### config.mk
export PLATFORM = sky130hd
export DESIGN_NAME = two_queue_weighted_priority_server_unit
export DESIGN_NICKNAME = d
export VERILOG_FILES = /design/src/rtl/core/tqwps_pkg.sv /design/src/rtl/core/tqwps_front.sv /design/src/rtl/core/tqwps_cmd_queue.sv /design/src/rtl/core/tqwps_back.sv /design/src/rtl/core/two_queue_weighted_priority_server_unit.sv
export SDC_FILE = /design/constraint.sdc
export NUM_CORES = 1
export LEC_CHECK = 0
export BUFFER_PORTS_ARGS = -buffer_cell sky130_fd_sc_hd__buf_2
export CAP_MARGIN = 10
export CELL_PAD_IN_SITES_DETAIL_PLACEMENT = 1
export CELL_PAD_IN_SITES_GLOBAL_PLACEMENT = 1
export CORE_MARGIN = 2
export CORE_UTILIZATION = 30
export CTS_BUF_LIST = sky130_fd_sc_hd__clkbuf_4 sky130_fd_sc_hd__clkbuf_8 sky130_fd_sc_hd__clkbuf_16
export DETAILED_ROUTE_END_ITERATION = 7
export PLACE_DENSITY_LB_ADDON = 0.3
export SYNTH_ARGS = -nofsm -noshare
export SYNTH_HDL_FRONTEND = slang
export SYNTH_HIERARCHICAL = 1
export SYNTH_SLANG_ARGS = --single-unit
export TNS_END_PERCENT = 1
### constraint.sdc
create_clock -name clk_i -period 10.8 [get_ports clk_i]
set_input_delay 2.16 -clock clk_i [delete_from_list [all_inputs] [get_ports clk_i]]
set_output_delay 2.16 -clock clk_i [all_outputs]
set_load 0.01 [all_outputs]
### src/rtl/core/tqwps_pkg.sv
// Shared types and constants for the two-queue weighted priority server.
// Used by the front, the command queue, the back and the top level.
// No dependencies.
`default_nettype none

package tqwps_pkg;

  localparam int VALUE_W         = 32;
  localparam int LIMIT_W         = 8;
  localparam int IN_USER_W       = 2;
  localparam int OUT_USER_W      = 3;
  localparam int QUEUE_DEPTH_DEF = 16;
  localparam int CQ_DEPTH        = 2;
  localparam int CQ_PTR_W        = $clog2(CQ_DEPTH);
  localparam int CQ_CNT_W        = $clog2(CQ_DEPTH + 1);

  localparam logic [LIMIT_W-1:0] BURST_LIMIT_RESET = 8'd4;
  localparam logic [LIMIT_W-1:0] BURST_MAX         = 8'hFF;

  // Command encoding on the input tuser bit 0
  localparam logic CMD_ENQUEUE = 1'b0;
  localparam logic CMD_SERVE   = 1'b1;

  // Queue selector on the input tuser bit 1
  localparam logic SEL_PREF = 1'b0;
  localparam logic SEL_NORM = 1'b1;

  typedef enum logic [1:0] {
    OP_PUSH_PREF = 2'd0,
    OP_PUSH_NORM = 2'd1,
    OP_SERVE     = 2'd2
  } tqwps_op_e;

  typedef enum logic [1:0] {
    ST_ENQUEUED = 2'd0,
    ST_SERVED   = 2'd1,
    ST_EMPTY    = 2'd2,
    ST_FULL     = 2'd3
  } tqwps_status_e;

  typedef struct packed {
    tqwps_op_e                  op;
    logic signed [VALUE_W-1:0]  value;
  } tqwps_cmd_t;

  typedef struct packed {
    logic norm_empty;
    logic norm_full;
    logic pref_empty;
    logic pref_full;
  } tqwps_stat_t;

endpackage

`default_nettype wire

### src/rtl/core/tqwps_front.sv
// Front end: accepts input words and classifies them into commands.
// Depends on tqwps_pkg.
`default_nettype none

module tqwps_front (
  input  wire logic                               s_axis_tvalid,
  output logic                                    s_axis_tready,
  input  wire logic [tqwps_pkg::VALUE_W-1:0]      s_axis_tdata,
  input  wire logic [tqwps_pkg::IN_USER_W-1:0]    s_axis_tuser,
  output logic                                    push_o,
  output tqwps_pkg::tqwps_cmd_t                   cmd_o,
  input  wire logic                               queue_ready_i
);
  import tqwps_pkg::*;

  // Decode command kind and target queue.
  always_comb begin
    cmd_o.value = s_axis_tdata;
    unique case (s_axis_tuser[0])
      CMD_SERVE: cmd_o.op = OP_SERVE;
      CMD_ENQUEUE: begin
        cmd_o.op = (s_axis_tuser[1] == SEL_NORM) ? OP_PUSH_NORM : OP_PUSH_PREF;
      end
      default: cmd_o.op = OP_SERVE;
    endcase
  end

  assign s_axis_tready = queue_ready_i;
  assign push_o        = s_axis_tvalid && queue_ready_i;

endmodule

`default_nettype wire

### src/rtl/core/tqwps_cmd_queue.sv
// Short command queue between the front and the back end.
// Depends on tqwps_pkg.
`default_nettype none

module tqwps_cmd_queue (
  input  wire logic                   clk_i,
  input  wire logic                   rst_ni,
  input  wire logic                   push_i,
  input  wire tqwps_pkg::tqwps_cmd_t  cmd_i,
  output logic                        ready_o,
  output logic                        valid_o,
  output tqwps_pkg::tqwps_cmd_t       cmd_o,
  input  wire logic                   pop_i
);
  import tqwps_pkg::*;

  tqwps_cmd_t            slot_q [CQ_DEPTH];
  logic [CQ_PTR_W-1:0]   wr_ptr_q, wr_ptr_d;
  logic [CQ_PTR_W-1:0]   rd_ptr_q, rd_ptr_d;
  logic [CQ_CNT_W-1:0]   cnt_q, cnt_d;
  logic                  do_pop;

  assign ready_o = (cnt_q != CQ_CNT_W'(CQ_DEPTH));
  assign valid_o = (cnt_q != '0);
  assign cmd_o   = slot_q[rd_ptr_q];
  assign do_pop  = pop_i && valid_o;

  always_comb begin
    wr_ptr_d = wr_ptr_q;
    rd_ptr_d = rd_ptr_q;
    cnt_d    = cnt_q;
    if (push_i) begin
      wr_ptr_d = wr_ptr_q + CQ_PTR_W'(1);
    end
    if (do_pop) begin
      rd_ptr_d = rd_ptr_q + CQ_PTR_W'(1);
    end
    if (push_i && !do_pop) begin
      cnt_d = cnt_q + CQ_CNT_W'(1);
    end else if (do_pop && !push_i) begin
      cnt_d = cnt_q - CQ_CNT_W'(1);
    end
  end

  always_ff @(posedge clk_i or negedge rst_ni) begin
    if (!rst_ni) begin
      wr_ptr_q <= '0;
      rd_ptr_q <= '0;
      cnt_q    <= '0;
    end else begin
      wr_ptr_q <= wr_ptr_d;
      rd_ptr_q <= rd_ptr_d;
      cnt_q    <= cnt_d;
    end
  end

  // Payload slots: hold until overwritten.
  always_ff @(posedge clk_i) begin
    if (push_i) begin
      slot_q[wr_ptr_q] <= cmd_i;
    end
  end

endmodule

`default_nettype wire

### src/rtl/core/tqwps_back.sv
// Back end: the two value FIFOs, the burst arbiter and the result register.
// Depends on tqwps_pkg.
`default_nettype none

module tqwps_back #(
  parameter int QUEUE_DEPTH = tqwps_pkg::QUEUE_DEPTH_DEF
) (
  input  wire logic                               clk_i,
  input  wire logic                               rst_ni,
  input  wire logic                               cmd_valid_i,
  input  wire tqwps_pkg::tqwps_cmd_t              cmd_i,
  output logic                                    cmd_ready_o,
  input  wire logic [tqwps_pkg::LIMIT_W-1:0]      limit_i,
  output logic                                    m_axis_tvalid,
  input  wire logic                               m_axis_tready,
  output logic [tqwps_pkg::VALUE_W-1:0]           m_axis_tdata,
  output logic [tqwps_pkg::OUT_USER_W-1:0]        m_axis_tuser,
  output tqwps_pkg::tqwps_stat_t                  stat_o
);
  import tqwps_pkg::*;

  localparam int PTR_W = $clog2(QUEUE_DEPTH);
  localparam int CNT_W = $clog2(QUEUE_DEPTH + 1);

  logic [VALUE_W-1:0]  norm_mem [QUEUE_DEPTH];
  logic [VALUE_W-1:0]  pref_mem [QUEUE_DEPTH];
  logic [VALUE_W-1:0]  norm_rd_q, pref_rd_q;

  logic [PTR_W-1:0]    norm_head_q, norm_head_d, norm_tail_q, norm_tail_d;
  logic [PTR_W-1:0]    pref_head_q, pref_head_d, pref_tail_q, pref_tail_d;
  logic [CNT_W-1:0]    norm_cnt_q, norm_cnt_d, pref_cnt_q, pref_cnt_d;
  logic [LIMIT_W-1:0]  burst_q, burst_d;

  logic                res_valid_q;
  tqwps_status_e       res_status_q, status;
  logic                res_from_q, from;
  logic                exec;
  logic                norm_wr, pref_wr, norm_rd, pref_rd;

  assign stat_o.norm_empty = (norm_cnt_q == '0);
  assign stat_o.pref_empty = (pref_cnt_q == '0);
  assign stat_o.norm_full  = (norm_cnt_q == CNT_W'(QUEUE_DEPTH));
  assign stat_o.pref_full  = (pref_cnt_q == CNT_W'(QUEUE_DEPTH));

  assign cmd_ready_o = !res_valid_q || m_axis_tready;
  assign exec        = cmd_valid_i && cmd_ready_o;

  always_comb begin
    status  = ST_EMPTY;
    from    = SEL_PREF;
    norm_wr = 1'b0;
    pref_wr = 1'b0;
    norm_rd = 1'b0;
    pref_rd = 1'b0;
    burst_d = burst_q;
    unique case (cmd_i.op)
      OP_PUSH_NORM: begin
        if (stat_o.norm_full) begin
          status = ST_FULL;
        end else begin
          status  = ST_ENQUEUED;
          norm_wr = exec;
        end
      end
      OP_PUSH_PREF: begin
        if (stat_o.pref_full) begin
          status = ST_FULL;
        end else begin
          status  = ST_ENQUEUED;
          pref_wr = exec;
        end
      end
      OP_SERVE: begin
        if (stat_o.norm_empty && stat_o.pref_empty) begin
          status = ST_EMPTY;
        end else begin
          status = ST_SERVED;
          if (stat_o.pref_empty) begin
            from = SEL_NORM;
          end else if (stat_o.norm_empty) begin
            from = SEL_PREF;
          end else if (burst_q > limit_i) begin
            from = SEL_NORM;
            if (exec) begin
              burst_d = '0;
            end
          end else begin
            from = SEL_PREF;
            if (exec && (burst_q != BURST_MAX)) begin
              burst_d = burst_q + LIMIT_W'(1);
            end
          end
          norm_rd = exec && (from == SEL_NORM);
          pref_rd = exec && (from == SEL_PREF);
        end
      end
      default: begin
        status = ST_EMPTY;
      end
    endcase
  end

  // Pointer and count updates; wrap at the queue depth.
  always_comb begin
    norm_head_d = norm_head_q;
    norm_tail_d = norm_tail_q;
    norm_cnt_d  = norm_cnt_q;
    pref_head_d = pref_head_q;
    pref_tail_d = pref_tail_q;
    pref_cnt_d  = pref_cnt_q;
    if (norm_wr) begin
      norm_tail_d = (norm_tail_q == PTR_W'(QUEUE_DEPTH - 1)) ? '0 : norm_tail_q + PTR_W'(1);
      norm_cnt_d  = norm_cnt_q + CNT_W'(1);
    end
    if (norm_rd) begin
      norm_head_d = (norm_head_q == PTR_W'(QUEUE_DEPTH - 1)) ? '0 : norm_head_q + PTR_W'(1);
      norm_cnt_d  = norm_cnt_q - CNT_W'(1);
    end
    if (pref_wr) begin
      pref_tail_d = (pref_tail_q == PTR_W'(QUEUE_DEPTH - 1)) ? '0 : pref_tail_q + PTR_W'(1);
      pref_cnt_d  = pref_cnt_q + CNT_W'(1);
    end
    if (pref_rd) begin
      pref_head_d = (pref_head_q == PTR_W'(QUEUE_DEPTH - 1)) ? '0 : pref_head_q + PTR_W'(1);
      pref_cnt_d  = pref_cnt_q - CNT_W'(1);
    end
  end

  always_ff @(posedge clk_i or negedge rst_ni) begin
    if (!rst_ni) begin
      norm_head_q <= '0;
      norm_tail_q <= '0;
      norm_cnt_q  <= '0;
      pref_head_q <= '0;
      pref_tail_q <= '0;
      pref_cnt_q  <= '0;
      burst_q     <= '0;
      res_valid_q <= 1'b0;
    end else begin
      norm_head_q <= norm_head_d;
      norm_tail_q <= norm_tail_d;
      norm_cnt_q  <= norm_cnt_d;
      pref_head_q <= pref_head_d;
      pref_tail_q <= pref_tail_d;
      pref_cnt_q  <= pref_cnt_d;
      burst_q     <= burst_d;
      if (exec) begin
        res_valid_q <= 1'b1;
      end else if (m_axis_tready) begin
        res_valid_q <= 1'b0;
      end
    end
  end

  always_ff @(posedge clk_i) begin
    if (exec) begin
      res_status_q <= status;
      res_from_q   <= from;
    end
  end

  // Value memories: one write and one registered read a cycle each.
  always_ff @(posedge clk_i) begin
    if (norm_wr) begin
      norm_mem[norm_tail_q] <= cmd_i.value;
    end
    if (norm_rd) begin
      norm_rd_q <= norm_mem[norm_head_q];
    end
  end

  always_ff @(posedge clk_i) begin
    if (pref_wr) begin
      pref_mem[pref_tail_q] <= cmd_i.value;
    end
    if (pref_rd) begin
      pref_rd_q <= pref_mem[pref_head_q];
    end
  end

  assign m_axis_tvalid = res_valid_q;
  assign m_axis_tuser  = {res_from_q, res_status_q};
  assign m_axis_tdata  = (res_status_q != ST_SERVED) ? '0 :
                         ((res_from_q == SEL_NORM) ? norm_rd_q : pref_rd_q);

endmodule

`default_nettype wire

### src/rtl/core/two_queue_weighted_priority_server_unit.sv
// Top level of the two-queue weighted priority server.
// Instantiates tqwps_front, tqwps_cmd_queue and tqwps_back; depends on tqwps_pkg.
//
// Usage:
//   Input words arrive on the s_axis channel. tuser[0] picks the command
//   (enqueue or serve), tuser[1] picks the target queue for an enqueue
//   (normal or preferential), tdata carries the signed value.
//   Every input word yields exactly one result word on m_axis: tuser[1:0] is
//   the status (enqueued, served, both empty, full and dropped), tuser[2] is
//   the queue served, tdata the served value (zero unless served).
//   The burst limit sits behind the cfg channel; write it only while idle.
// Timing:
//   An accepted word enters the command queue, is executed by the back end
//   and its result is registered. One word a cycle is sustained while
//   m_axis_tready stays high: the back end runs one command a cycle.
// Stalls and reset:
//   When m_axis_tready is low the result is held; the two-entry command queue
//   keeps taking words until it fills, then s_axis_tready drops.
//   Reset empties both queues, clears the burst counter and loads the burst
//   limit with its default of 4. No clearing pass is needed.
`default_nettype none

module two_queue_weighted_priority_server_unit #(
  parameter int QUEUE_DEPTH = tqwps_pkg::QUEUE_DEPTH_DEF
) (
  input  wire logic                               clk_i,
  input  wire logic                               rst_ni,
  // Input words
  input  wire logic                               s_axis_tvalid,
  output logic                                    s_axis_tready,
  input  wire logic [tqwps_pkg::VALUE_W-1:0]      s_axis_tdata,  // [31:0] value_in
  input  wire logic [tqwps_pkg::IN_USER_W-1:0]    s_axis_tuser,  // [0] cmd, [1] queue_select
  // Result words
  output logic                                    m_axis_tvalid,
  input  wire logic                               m_axis_tready,
  output logic [tqwps_pkg::VALUE_W-1:0]           m_axis_tdata,  // [31:0] value_out
  output logic [tqwps_pkg::OUT_USER_W-1:0]        m_axis_tuser,  // [1:0] status, [2] served_from
  // Burst limit register write
  input  wire logic                               cfg_valid_i,
  output logic                                    cfg_ready_o,
  input  wire logic [tqwps_pkg::LIMIT_W-1:0]      cfg_data_i
);
  import tqwps_pkg::*;

  logic [LIMIT_W-1:0] limit_q;
  logic               front_push;
  tqwps_cmd_t         front_cmd;
  logic               queue_ready;
  logic               queue_valid;
  tqwps_cmd_t         queue_cmd;
  logic               back_ready;
  tqwps_stat_t        back_stat;

  // Config register: always ready, take the word on handshake.
  assign cfg_ready_o = 1'b1;

  always_ff @(posedge clk_i or negedge rst_ni) begin
    if (!rst_ni) begin
      limit_q <= BURST_LIMIT_RESET;
    end else if (cfg_valid_i) begin
      limit_q <= cfg_data_i;
    end
  end

  // Front: classify incoming words.
  tqwps_front u_front (
    .s_axis_tvalid (s_axis_tvalid),
    .s_axis_tready (s_axis_tready),
    .s_axis_tdata  (s_axis_tdata),
    .s_axis_tuser  (s_axis_tuser),
    .push_o        (front_push),
    .cmd_o         (front_cmd),
    .queue_ready_i (queue_ready)
  );

  // Decouple front and back so each can stall on its own.
  tqwps_cmd_queue u_cmd_queue (
    .clk_i   (clk_i),
    .rst_ni  (rst_ni),
    .push_i  (front_push),
    .cmd_i   (front_cmd),
    .ready_o (queue_ready),
    .valid_o (queue_valid),
    .cmd_o   (queue_cmd),
    .pop_i   (back_ready)
  );

  // Back: queues, arbitration, result register.
  tqwps_back #(
    .QUEUE_DEPTH (QUEUE_DEPTH)
  ) u_back (
    .clk_i         (clk_i),
    .rst_ni        (rst_ni),
    .cmd_valid_i   (queue_valid),
    .cmd_i         (queue_cmd),
    .cmd_ready_o   (back_ready),
    .limit_i       (limit_q),
    .m_axis_tvalid (m_axis_tvalid),
    .m_axis_tready (m_axis_tready),
    .m_axis_tdata  (m_axis_tdata),
    .m_axis_tuser  (m_axis_tuser),
    .stat_o        (back_stat)
  );

`ifndef SYNTHESIS
  // A serve with both queues empty must report empty on the next result.
  assert property (@(posedge clk_i) disable iff (!rst_ni)
    (queue_valid && back_ready && (queue_cmd.op == OP_SERVE) &&
     back_stat.norm_empty && back_stat.pref_empty)
    |=> (m_axis_tvalid && (m_axis_tuser[1:0] == ST_EMPTY)))
    else $error("serve on empty queues not reported as empty");

  // An enqueue into a full normal queue must be dropped and flagged.
  assert property (@(posedge clk_i) disable iff (!rst_ni)
    (queue_valid && back_ready && (queue_cmd.op == OP_PUSH_NORM) && back_stat.norm_full)
    |=> (m_axis_tvalid && (m_axis_tuser[1:0] == ST_FULL) && back_stat.norm_full))
    else $error("enqueue into full normal queue not flagged");

  // Only a served result carries a value.
  assert property (@(posedge clk_i) disable iff (!rst_ni)
    (m_axis_tvalid && (m_axis_tuser[1:0] != ST_SERVED)) |-> (m_axis_tdata == '0))
    else $error("nonzero value on a result that was not served");

  // A queue can never be empty and full at once.
  assert property (@(posedge clk_i) disable iff (!rst_ni)
    !(back_stat.norm_empty && back_stat.norm_full) &&
    !(back_stat.pref_empty && back_stat.pref_full))
    else $error("queue fill state inconsistent");
`endif

endmodule

`default_nettype wire
Word-level counts from Yosys, hierarchy flattened
Memories as Yosys holds them, arrays and structs flattened. A register that Yosys moved wholly into a read port is not among the register bits.
Index checks and enable logic that the tools add are counted.
{"block": "totals", "out_inout_bits": 38, "inputBits": 47, "ramBits": 1092, "regBits": 50, "word_cells": 114, "mem_count": 3}
{"name": "u_back.norm_mem", "depth": 16, "word_bits": 32, "rd": 1, "rd_ports_with_merged_regs": 1, "write_ports": 1, "line_no": "tqwps_back.sv:25", "source": "logic [VALUE_W-1:0] norm_mem [QUEUE_DEPTH];"}
{"name": "u_back.pref_mem", "depth": 16, "word_bits": 32, "rd": 1, "rd_ports_with_merged_regs": 1, "write_ports": 1, "line_no": "tqwps_back.sv:26", "source": "logic [VALUE_W-1:0] pref_mem [QUEUE_DEPTH];"}
{"name": "u_cmd_queue.slot_q", "depth": 2, "word_bits": 34, "rd": 1, "rd_ports_with_merged_regs": 0, "write_ports": 1, "line_no": "tqwps_cmd_queue.sv:17", "source": "tqwps_cmd_t slot_q [CQ_DEPTH];"}
{"block": "op_classes", "addsub": 13, "mux": 42, "bitwise_logic": 6, "reduce_logical": 23, "order_cmp": 1, "n_eq_ne": 12}
{"cell": "$mux 32", "count": 2}
{"cell": "$mux 8", "count": 3}
{"cell": "$mux 1", "count": 22}
{"cell": "$mux 5", "count": 4}
{"cell": "$add 4x1->4 const B", "count": 4}
{"cell": "$eq 4x4->1 const B", "count": 4}
{"cell": "$mux 4", "count": 4}
{"cell": "$reduce_bool 2->1", "count": 6}
{"cell": "$add 5x1->5 const B", "count": 2}
{"cell": "$eq 5x5->1 const B", "count": 2}
{"cell": "$logic_not 5->1", "count": 2}
{"cell": "$mux 2", "count": 5}
{"cell": "$sub 5x1->5 const B", "count": 2}
{"cell": "$add 8x1->8 const B", "count": 1}
{"cell": "$gt 8x8->1", "count": 1}
{"cell": "$logic_and 1x1->1", "count": 8}
{"cell": "$ne 8x8->1 const B", "count": 1}
{"cell": "$not 1->1", "count": 6}
{"cell": "$pmux 2 s3", "count": 1}
{"cell": "$reduce_and 6->1", "count": 1}
{"cell": "$ne 2x1->1 const B", "count": 2}
{"cell": "$pmux 2 s2", "count": 1}
{"cell": "$logic_not 1->1", "count": 3}
{"cell": "$add 1x1->1 const B", "count": 2}
{"cell": "8 further kinds", "count": 8}

Logic depth before layout (Yosys ltp)
{"block": "logic_depth", "word_depth": 11, "depth_mapped": 14, "depth_no_buf": 14}

By module
The synthesis kept the hierarchy.
{"mod": "tqwps_back", "seq_area_each_um2": 33637.3, "cells_per_inst": 2096, "area_each_um2": 43893.3, "n_inst": 1}
{"mod": "tqwps_cmd_queue", "seq_area_each_um2": 2142.1, "cells_per_inst": 122, "area_each_um2": 2793.9, "n_inst": 1}
{"mod": "two_queue_weighted_priority_server_unit", "seq_area_each_um2": 201.4, "cells_per_inst": 19, "area_each_um2": 344.1, "n_inst": 1}
{"mod": "tqwps_front", "seq_area_each_um2": 0.0, "cells_per_inst": 36, "area_each_um2": 275.3, "n_inst": 1}

Worst setup path after synthesis
No wires, ideal clock.
{"block": "synth_path", "path_kind": "input -> register", "from": "in m_axis_tready", "to": "mem u_back.norm_mem[3][0], enable pin", "path_slack_ps": 4255, "arrival_time_ps": 6044, "path_buffers": 1, "t_required_ps": 10298, "setup_time_ps": 502, "path_stages": 5, "cell_sequence": "nand2b_1 -> nand2_1 -> or3_4 -> buf_8 -> nor4_1"}
{"block": "synth_between", "elab_chain_len": 6}
{"element": "start: declaration", "line_no": "two_queue_weighted_priority_server_unit.sv:35", "source": "input wire logic m_axis_tready,"}
{"element": "$logic_or 1x1->1", "line_no": "tqwps_back.sv:45", "source": "assign cmd_ready_o = !res_valid_q || m_axis_tready;"}
{"element": "$logic_and 1x1->1", "line_no": "tqwps_back.sv:46", "source": "assign exec = cmd_valid_i && cmd_ready_o;"}
{"element": "$mux 1", "line_no": "tqwps_back.sv:58", "source": "if (stat_o.norm_full) begin"}
{"element": "$mux 1", "line_no": "tqwps_back.sv:56", "source": "unique case (cmd_i.op)"}
{"element": "$mux 1", "line_no": "tqwps_back.sv:164", "source": "if (norm_wr) begin"}
{"element": "$mux 1 (not written as such)", "line_no": "tqwps_back.sv:165", "source": "norm_mem[norm_tail_q] <= cmd_i.value;"}
{"element": "end: declaration", "line_no": "tqwps_back.sv:25"}
No other way between the ends.

Worst setup path after layout
{"block": "layout_path", "from": "reg u_back.res_from_q", "to": "out m_axis_tdata[2] (netlist bit)"}
{"block": "layout_between", "elab_chain_len": 2}
{"element": "start: declaration", "line_no": "tqwps_back.sv:36", "source": "logic res_from_q, from;"}
{"element": "start signal: assignment", "line_no": "tqwps_back.sv:158", "source": "res_from_q <= from;"}
{"element": "$mux 32", "line_no": "tqwps_back.sv:184", "source": "((res_from_q == SEL_NORM) ? norm_rd_q : pref_rd_q);"}
{"element": "$mux 32", "line_no": "tqwps_back.sv:183", "source": "assign m_axis_tdata = (res_status_q != ST_SERVED) ? '0 :"}
{"element": "end: declaration", "line_no": "two_queue_weighted_priority_server_unit.sv:36", "source": "output logic [tqwps_pkg::VALUE_W-1:0] m_axis_tdata,"}
No other way between the ends.

==> flow_metrics.py <==
metrics = {
    "cts": {
        "clk_latency_ns": 0.72,
        "hold_buffers": 0,
        "root_buffer": "clkbuf_16",
        "clockBufferDepth": 3,
        "clock-sinks": 1206,
        "cts_made_buffers": 121,
        "cts_setup_buffers": 0,
        "clk_pin_slew_ns": 0.06,
        "post_cts_resized": 0,
        "cts_max_level": 3,
        "cts_tree": "yes",
    },
    "pwr": {
        "power_switching_w": 0.00432,
        "power_density_nw_per_um2": 263,
        "vdd_ir_drop_max_mv": 0.149,
        "clkPwrFrac_pct": 29.9,
        "p_total_w": 0.0142,
        "swShare_pct": 30.4,
        "power.leakage_nw": 17.4,
        "power_frac_comb_pct": 26.1,
        "p_int_w": 0.00990,
        "pwr-share-seq_pct": 44.0,
    },
    "worst_setup_path": {
        "cpPeakStageDelay_ns": 0.68,
        "crit_family": "buffers and inverters",
        "cp_max_fo": 33,
        "path_cells": "buf_4 -> mux2i_1 -> nor2_1 -> buf_2",
        "timing_worst_setup_path_type": "flop to primary output",
        "worstPathBufferInverterCount": 2,
        "cp-end-kind": "primary output",
        "crit_path_start_kind": "flop",
        "cp.depth": 4,
        "crit_slowest_cell": "mux2i_1",
        "cp_data_required_time_ns": 8.64,
        "worstPathArrival_ns": 2.61,
        "reg2regPathDepth": 12,
    },
    "sta": {
        "worst_slack_ns": 6.03,
        "finalMaxSlewViolations": 0,
        "fin_crit_sh_pct": 44.2,
        "worst_pin_slew_ns": 1.22,
        "period_minus_slack_ns": 4.77,
        "max_freq_ghz": 0.210,
        "relSlewSlack_pct": 18.8,
        "tns_ns": 0,
        "whs_ns": 0.506,
        "finalClockSkew_ns": 0.0372,
        "finalSetupViolations": 0,
        "hold_viol_final": 0,
        "rsz0062_at_grt": "false",
    },
    "detailed_routing": {
        "firstDrtPassIters": 7,
        "drt_iter0_drc": 1772,
        "wirelength_um": 115000,
        "avgRoutedWirePerCell_um": 25.4,
        "wl_met1_um": 50200,
        "vias_per_cell": 4.92,
        "drtAntennaViolNets": 0,
        "dr_wl_met3_um": 5830,
        "highest_layer": "met4",
        "wl_met2_um": 56700,
        "drc": 0,
        "via_count": 22270,
    },
    "synthesis": {
        "syn_area_per_cell_um2": 20.8,
        "syn_inst": 2273,
        "synth_mux_area_share_pct": 15.7,
        "syn-num-nets": 2348,
        "synthAdderAreaFrac_pct": 0.772,
        "synth-simple-area-share_pct": 2.07,
        "synth_ff_type": "edfxtp_1",
        "synth_top_family_by_area": "multiplexers",
        "synth-seq-cells": 1206,
        "synth_area_leaders": "edfxtp_1, mux4_2, mux2i_1",
        "synth-seq-area-share_pct": 76.1,
        "synthXorXnorAreaFrac_pct": 0.278,
        "yosysUniqueCellTypes": 71,
        "syn-cell-area_um2": 47300,
        "yosys.area.top_type": "edfxtp_1",
        "synth_edf_count": 1159,
        "synthArstFlopShare_pct": 3.90,
        "synth_compound_area_share_pct": 2.98,
        "synth_top_area_share_pct": 73.6,
        "ys_warn_count": 6,
    },
    "worst_hold_path": {
        "hold_path_class": "flop to flop",
        "hold_depth": 1,
    },
    "floorplan": {
        "start_util_pct": 30.2,
        "die_h_um": 401,
        "die_area_um2": 161000,
        "core-area_um2": 156000,
        "row_count": 145,
        "num_io_pins": 85,
        "die_w_um": 401,
    },
    "global_routing": {
        "grt_pass1_wl_um": 169000,
        "grt_antenna_before_repair": 9,
        "grtUsageTotal_pct": 14.2,
        "grt_pass1_vias": 24034,
        "overflow": 0,
        "grt_max_degree": 105,
    },
    "place": {
        "dpl.hpwl_um": 67600,
        "gp_congestion": 0.766,
        "port-buffer-count": 83,
        "place_ws_ns": 5.39,
    },
    "layout": {
        "post-route-util_pct": 34.5,
        "nFillCells": 15388,
        "syn2layout_area_growth_pct": 14.1,
        "drive_above_1_share_pct": 27.8,
        "nets": 2444,
    },
    "flow_run": {
        "cap_violations": 0,
    },
    "run_status": {
        "status": "completed",
    },
}
-- path summary, 6_finish.rpt --
path,slack (ns),end,startpoint
setup / recovery,6.03,m_axis_tdata[2],u_back/res_from_q
hold / removal,0.51,u_cmd_queue/cnt_q[1],u_cmd_queue/cnt_q[1]
setup reg to reg,6.63,u_back/pref_cnt_q[4],u_cmd_queue/rd_ptr_q
hold reg to reg,0.51,u_cmd_queue/cnt_q[1],u_cmd_queue/cnt_q[1]
max in group asynchronous,8.89,limit_q[2],rst_ni
min in group asynchronous,1.33,u_cmd_queue/cnt_q[0],rst_ni
-- routing by layer --
metal  GRT usage [%]  vias to the layer above
li1                -                     9518
met1            19.2                    12097
met2            23.6                      521
met3            2.45                      134
met4            3.69                        0
met5               0                        -
-- worst register-to-register path, cell delays in order (launching register included) --
cell      delay [ns]
dfrtp_2         0.34
buf_4           0.53
mux2_4          0.41
nand4b_1        0.31
or2_2           0.45
nor2_4          0.12
buf_4           0.56
ha_1            0.40
a21o_1          0.19
a21o_1          0.18
and3_1          0.19
a311oi_1        0.26
o21ai_0         0.13
-- synth_stat cells (5+ instances only) --
master / instances
buf_1: 15
and3_1: 11
ha_1: 26
nand4_1: 5
a221oi_1: 32
o21ai_0: 82
xnor2_1: 9
nor3_1: 8
clkbuf_1: 49
nand2b_1: 6
mux4_2: 224
buf_2: 28
mux2_4: 37
mux2i_1: 132
nor2_1: 54
mux2_2: 39
nand3_1: 16
mux2_1: 7
inv_1: 26
a21o_1: 8
and2_1: 6
a22oi_1: 32
nand2_1: 45
nor4_1: 9
dfrtp_1: 46
buf_6: 13
a21oi_1: 48
xor2_1: 6
edfxtp_1: 1159
buf_4: 39
-- flip-flops by register name (all words and copies together), names as in the netlist, 2 cells and up --
| name | count |
|---|---|
| u_back/norm_mem | 512 |
| u_back/pref_mem | 512 |
| u_cmd_queue/slot_q | 68 |
| u_back/norm_rd_q | 32 |
| u_back/pref_rd_q | 32 |
| limit_q | 8 |
| u_back/burst_q | 8 |
| u_back/norm_cnt_q | 5 |
| u_back/pref_cnt_q | 5 |
| u_back/norm_head_q | 4 |
| u_back/norm_tail_q | 4 |
| u_back/pref_head_q | 4 |
| u_back/pref_tail_q | 4 |
| u_back/res_status_q | 2 |
| u_cmd_queue/cnt_q | 2 |
-- logic make-up after synthesis --
kind of cell,count (synthesis)
flip-flops,1206
multiplexers,439
AO/OA/AOI/OAI,221
AND/OR/NAND/NOR,188
buffers and inverters,175
adder cells (fa/ha/maj),28
XOR/XNOR,15
other,1
-- area by class of cell --
| class | instances | area (um^2) | area share, % |
|---|---|---|---|
| flip-flops and latches | 1206 | 36000 | 66.7 |
| well taps | 2058 | 2570 | 4.77 |
| repair buffers | 121 | 746 | 1.38 |
| multi-input cells | 892 | 10500 | 19.4 |
| clock inverters | 62 | 652 | 1.21 |
| inverters | 27 | 101 | 0.188 |
| clock buffers | 160 | 3400 | 6.31 |
| diodes | 4 | 10.0 | 0.0185 |
-- metrics by stage --
step,instances,instance area (um^2)
2_1_floorplan,2273,47300
3_3_place_gp,4302,49900
3_5_place_dp,4303,49900
4_1_cts,4525,54000
5_1_grt,4526,54000
6_report,4530,54000
-- power by group through the flow --
stage	logic (W)	clock network [W]	registers [W]
after floorplan	0.00261	0	0.00618
after global placement	0.00369	0	0.00633
after detailed placement	0.00381	0	0.00635
after CTS	0.00381	0.00437	0.00626
after global routing	0.00405	0.00452	0.00629
final	0.00371	0.00426	0.00625
-- placed cells by master (no fill, tap or decap), types with 32 or more instances in the layout --
| master | netlist | layout |
|---|---|---|
| mux4_2 | 224 | 224 |
| mux2_2 | 39 | 39 |
| buf_4 | 39 | 35 |
| clkbuf_16 | 0 | 124 |
| a221oi_1 | 32 | 32 |
| edfxtp_1 | 1159 | 1159 |
| mux2i_1 | 132 | 132 |
| a22oi_1 | 32 | 32 |
| dfrtp_1 | 46 | 38 |
| a21oi_1 | 48 | 48 |
| mux2_4 | 37 | 37 |
| nor2_1 | 54 | 45 |
| nand2_1 | 45 | 45 |
| buf_2 | 28 | 83 |
| o21ai_0 | 82 | 82 |
Power figures use the tool's default switching activity.
